==> src/rtl/cbb_pkg.sv <==
// ----------------------------------------------------------------------------
// cbb_pkg
// shared constants, codes and types of the column bitmap blitter
// ----------------------------------------------------------------------------
`timescale 1ns / 1ps
`default_nettype none

package cbb_pkg;

    localparam int DISPLAY_COLUMNS = 128;
    localparam int DISPLAY_PAGES   = 8;
    localparam int PATTERN_DEPTH   = 128;

    localparam int FB_SIZE = DISPLAY_COLUMNS * DISPLAY_PAGES;
    localparam int FB_AW   = $clog2(FB_SIZE);
    localparam int PAT_AW  = (PATTERN_DEPTH > 1) ? $clog2(PATTERN_DEPTH) : 1;
    localparam int PG_W    = (DISPLAY_PAGES > 1) ? $clog2(DISPLAY_PAGES) : 1;
    localparam int COLI_W  = $clog2(DISPLAY_COLUMNS);
    localparam int RGT_W   = $clog2(DISPLAY_COLUMNS + 1);
    localparam int LEN_W   = 8;
    localparam int PROD_W  = 16;
    localparam int SETUP_W = 10;

    // commands
    localparam logic [1:0] CMD_LOAD = 2'd0;
    localparam logic [1:0] CMD_DRAW = 2'd1;
    localparam logic [1:0] CMD_READ = 2'd2;

    // blend modes
    localparam logic [1:0] BLEND_SET = 2'd0;
    localparam logic [1:0] BLEND_OR  = 2'd1;
    localparam logic [1:0] BLEND_AND = 2'd2;
    localparam logic [1:0] BLEND_XOR = 2'd3;

    // configuration register indexes
    localparam logic [1:0] REG_AREA_LEFT   = 2'd0;
    localparam logic [1:0] REG_AREA_TOP    = 2'd1;
    localparam logic [1:0] REG_AREA_RIGHT  = 2'd2;
    localparam logic [1:0] REG_AREA_BOTTOM = 2'd3;

    typedef struct packed {
        logic       invert;
        logic [1:0] mode;
    } t_blend_ctl;

endpackage

`default_nettype wire

==> src/rtl/cbb_blend_unit.sv <==
// ----------------------------------------------------------------------------
// cbb_blend_unit
// raster op unit: optional complement of the pattern byte, then set/or/and/xor
// ----------------------------------------------------------------------------
`timescale 1ns / 1ps
`default_nettype none

module cbb_blend_unit
    import cbb_pkg::*;
(
    input  wire logic [7:0] i_old,
    input  wire logic [7:0] i_pat,
    input  wire t_blend_ctl i_ctl,
    output logic      [7:0] o_new
);

    logic [7:0] pix;

    always_comb begin
        pix = i_ctl.invert ? ~i_pat : i_pat;
        case (i_ctl.mode)
            BLEND_SET: o_new = pix;
            BLEND_OR:  o_new = i_old | pix;
            BLEND_AND: o_new = i_old & pix;
            BLEND_XOR: o_new = i_old ^ pix;
            default:   o_new = pix;
        endcase
    end

endmodule

`default_nettype wire

==> config.mk <==
export PLATFORM = sky130hd
export DESIGN_NAME = cbb_blend_unit
export DESIGN_NICKNAME = d
export VERILOG_FILES = /design/src/rtl/cbb_pkg.sv /design/src/rtl/cbb_blend_unit.sv
export SDC_FILE = /design/constraint.sdc
export NUM_CORES = 1
export LEC_CHECK = 0
export ABC_AREA = 1
export BUFFER_PORTS_ARGS = -buffer_cell sky130_fd_sc_hd__buf_2
export CORE_MARGIN = 4
export CORE_UTILIZATION = 53
export DETAILED_ROUTE_END_ITERATION = 7
export PLACE_DENSITY = 0.85
export SLEW_MARGIN = 20
export SYNTH_ARGS = -nofsm -noshare
export SYNTH_HDL_FRONTEND = slang
export SYNTH_SLANG_ARGS = --single-unit
==> constraint.sdc <==
create_clock -name vclk -period 1.4
set_input_delay 0.21 -clock vclk [all_inputs]
set_output_delay 0.21 -clock vclk [all_outputs]
set_load 0.05 [all_outputs]
==> results by group, run 1 <==
STA
  • Kind of the worst endpoint: output port
  • GRT worst endpoint: o_new[5]

Status
  • Status: did not finish
  • Halt Stage: global routing
  • Error msg: [ERROR DPL-0038] Utilization greater than 100%, impossible to legalize

Floorplan
  • Die X: 44.8 um
  • Initial core utilization: 55.9%
  • Die height: 44.8 um
  • Std-Cell Rows: 13
  • Top Ports: 27

Synth
  • Syn. warnings: 0
  • Yosys cell types: 13
  • Seq/Total Area, Yosys: 0%
  • Mapped cell area: 718 um2
  • Avg Synthesized Cell Area: 5.98 um2
  • Syn Nets: 147
  • Yosys top cell area share: 25.1%
  • Area contributors post-synth: nand3_2 (25%), nand2_1 (23%), ha_1 (14%), nand3_1 (9.8%), inv_1 (9.4%)
  • Cells after Synth: 120
  • Cell taking the most area after synthesis: nand3_2

Place
  • Placer Congestion: 0.786
  • I/O Buffers: 27
  • HPWL Detailed: 1.36 mm
  • Cells after DPL: 161
  • Post-place setup slack: -278 ps

Global route
  • Pin count of the biggest net entering global routing: 19
==> synth_stat cells <==
library cell,count
nand2_1,44
inv_1,18
nand3_2,18
nand3_1,14
ha_1,8
inv_2,6
nand2_2,4
buf_6,2
nor2_4,2
buf_12,1
buf_4,1
inv_4,1
inv_6,1
==> through the flow <==
stage	cell area (um2)	hold WS, ps
2_1_floorplan	778	719
3_3_place_gp	917	986
3_5_place_dp	917	996
4_1_cts	1100	895
==> cells by family after synthesis <==
kind of cell | count (synthesis) | share of synthesized area [%]
buf+inv | 30 | 21.6
fa+ha+maj | 8 | 13.9
simple gates | 82 | 64.5
==> timing repair <==
action	in CTS
pin swaps	11
resized for setup	41
endpoints found under the hold margin	0
buffers inserted	7
hold buffers	0
setup endpoints to repair	8
==> run 2, diff against run 1 <==
--- a/config.mk
+++ b/config.mk
@@ -7,10 +7,10 @@
 export LEC_CHECK = 0
 export ABC_AREA = 1
 export BUFFER_PORTS_ARGS = -buffer_cell sky130_fd_sc_hd__buf_2
-export CORE_MARGIN = 4
-export CORE_UTILIZATION = 53
+export CORE_AREA = 4 4 65 67
 export DETAILED_ROUTE_END_ITERATION = 7
-export PLACE_DENSITY = 0.85
+export DIE_AREA = 0 0 69 71
+export PLACE_DENSITY_LB_ADDON = 0.15
 export SLEW_MARGIN = 20
 export SYNTH_ARGS = -nofsm -noshare
 export SYNTH_HDL_FRONTEND = slang
==> run 2 against run 1 <==
Compared with the run above: the flow now finishes without violations; area after synthesis unchanged; synthesized cell count unchanged.
==> results by group, run 2 <==
STA
  • Final hold violation count: 0
  • Final period utilization: 99.3%
  • Setup ws final: 9.84 ps
  • Final setup viols: 0
  • Slew @ Worst Pin: 318 ps
  • Tmin final: 1390 ps
  • Highest Clock Rate: 719 MHz
  • Relative slew margins: 78.8%
  • RSZ-0062 raised after global routing: yes
  • Fin. max-slew vios: 0
  • Post-route setup TNS: 0 ps

Setup path
  • Worst setup path class: primary input to output pin
  • CP startpoint kind: primary input
  • CP max stage delay: 260 ps
  • Worst Path Max Fanout: 8
  • Top delay family on crit path: buffers and inverters
  • Sequence of cells on the critical path: buf_12 > inv_16 > nand2_4 > nand2_4 > ha_4 > nand3_2 > nand2_2 > inv_2 > nand3_4 > buf_8
  • Buf/Inv on CP: 4
  • Critical path's slowest cell: ha_4
  • Setup crit end kind: output pin
  • Most used cell along the critical path: nand2_4
  • Crit path required time: 1190 ps
  • Data arrival, critical path: 1180 ps

Status
  • Status: complete, no violations

Layout
  • Sequential cell count: 0
  • Design area: 1490 um2
  • Reg area: 0 um2
  • Diode count: 0
  • CLK BUF: 0
  • Fill cells: 392
  • Most frequent cells in the layout: buf_4 (23), nand2_1 (17), nand2_2 (16)
  • Commonest non-fill, non-tap cell in the layout: buf_4
  • Nets: 192
  • Area growth from synthesis to layout: 107%
  • Layout Cells excl Fill: 211
  • Layout cells sized above 1: 74.8%

Routing
  • DR pass1 iterations: 3
  • Drt via density: 4.19
  • Routed Antenna Nets: 0
  • Vias post-DR: 885
  • DRT iter0 DRCs: 21
  • Routed WL per cell: 11.4 um
  • DRC viols: 0
  • DRT Wirelength: 2.40 mm

Place
  • I/O Buffers: 27
  • HPWL Detailed: 1.64 mm
  • Cells after DPL: 199
  • Placer Congestion: 0.767
  • Post-place setup slack: -289 ps
  • Placed Instance Area: 983 um2

Synth
  • Avg Synthesized Cell Area: 5.98 um2
  • Cells after Synth: 120
  • Most frequent cell after synthesis: nand2_1
  • Syn Nets: 147
  • Syn. warnings: 0
  • Seq/Total Area, Yosys: 0%
  • Cell taking the most area after synthesis: nand3_2
  • Yosys top cell area share: 25.1%
  • Mapped cell area: 718 um2
  • Area contributors post-synth: nand3_2 (25%), nand2_1 (23%), ha_1 (14%), nand3_1 (9.8%), inv_1 (9.4%)
  • Post-synth top cells: nand2_1 (44), inv_1 (18), nand3_2 (18), nand3_1 (14), ha_1 (8)
  • Yosys cell types: 13

Floorplan
  • Std-Cell Rows: 22
  • Core Area: 3630 um2
  • Die footprint: 4900 um2
  • Die height: 71 um
  • Die X: 69 um
  • Top Ports: 27
  • Initial core utilization: 19.8%

Global route
  • Initial antenna violation count: 0
  • First-pass GRT wire length: 3.88 mm
  • Pin count of the biggest net entering global routing: 19
  • Vias in the first global route: 863
  • Total GRT Usage: 9.31%
  • Overflow after GRT: 0

Worst hold path
  • Min-delay worst type: primary input to output pin

Power and ir drop
  • Power Dens Cells: 424 nW/um2
  • LEAKAGE: 0.749 nW
  • Peak supply drop: 0.186 mV

Clock network
  • CTS Hold Bufs: 0

Run
  • Max-cap viol count: 0
==> run 2: logic make-up after synthesis <==
logic type / synth area share (%)
buffers and inverters: 21.6
and+or+nand+nor: 64.5
adders and majority gates: 13.9
==> run 2: per-layer routing <==
layer  routed length (um)  part of all wire [%]  GRT usage (%)  up-vias
met4                    0                     0              0        0
met3                   90                   3.8          0.994        0
met2                 1260                    53           18.0       16
met5                    0                     0              0        -
li1                     -                     -              -      463
met1                 1050                    44           11.7      406
==> run 2: repair_timing <==
item / CTS / global route
setup endpoints to repair: 8 / 8
gates cloned: 1 / 0
setup buffers: 10 / 1
resized for setup: 50 / 55
pin swaps: 18 / 17
==> run 2: stage by stage <==
step | hold WS, ps | utilization [%] | power (W)
after global placement | 993 | 27.1 | 0.000409
after floorplan | 719 | - | 0.000317
final | 897 | 41.0 | 0.000631
after CTS | 894 | 34.8 | 0.000554
after detailed placement | 995 | 27.1 | 0.000413
after global routing | 950 | 41.0 | 0.000678
==> run 2: worst paths after layout <==
path	startpoint	to	cells past startpoint
setup / recovery	i_ctl[2]	o_new[7]	10
hold / removal	i_old[0]	o_new[0]	6
==> run 2: final cells by class <==
type               instances  area, um2  share of cell area [%]
repair buffers            47        442                    29.7
inverters                 26        119                    7.98
well taps                 48       60.1                    4.03
multi-input cells         90        868                    58.3
==> run 2: power by group <==
group          switching (W)  leakage [nW]  internal (W)
logic               0.000344         0.749      0.000288
registers                  0             0             0
clock network              0             0             0
total               0.000344         0.749      0.000288
Note: power is estimated with default switching activity, not from simulation.
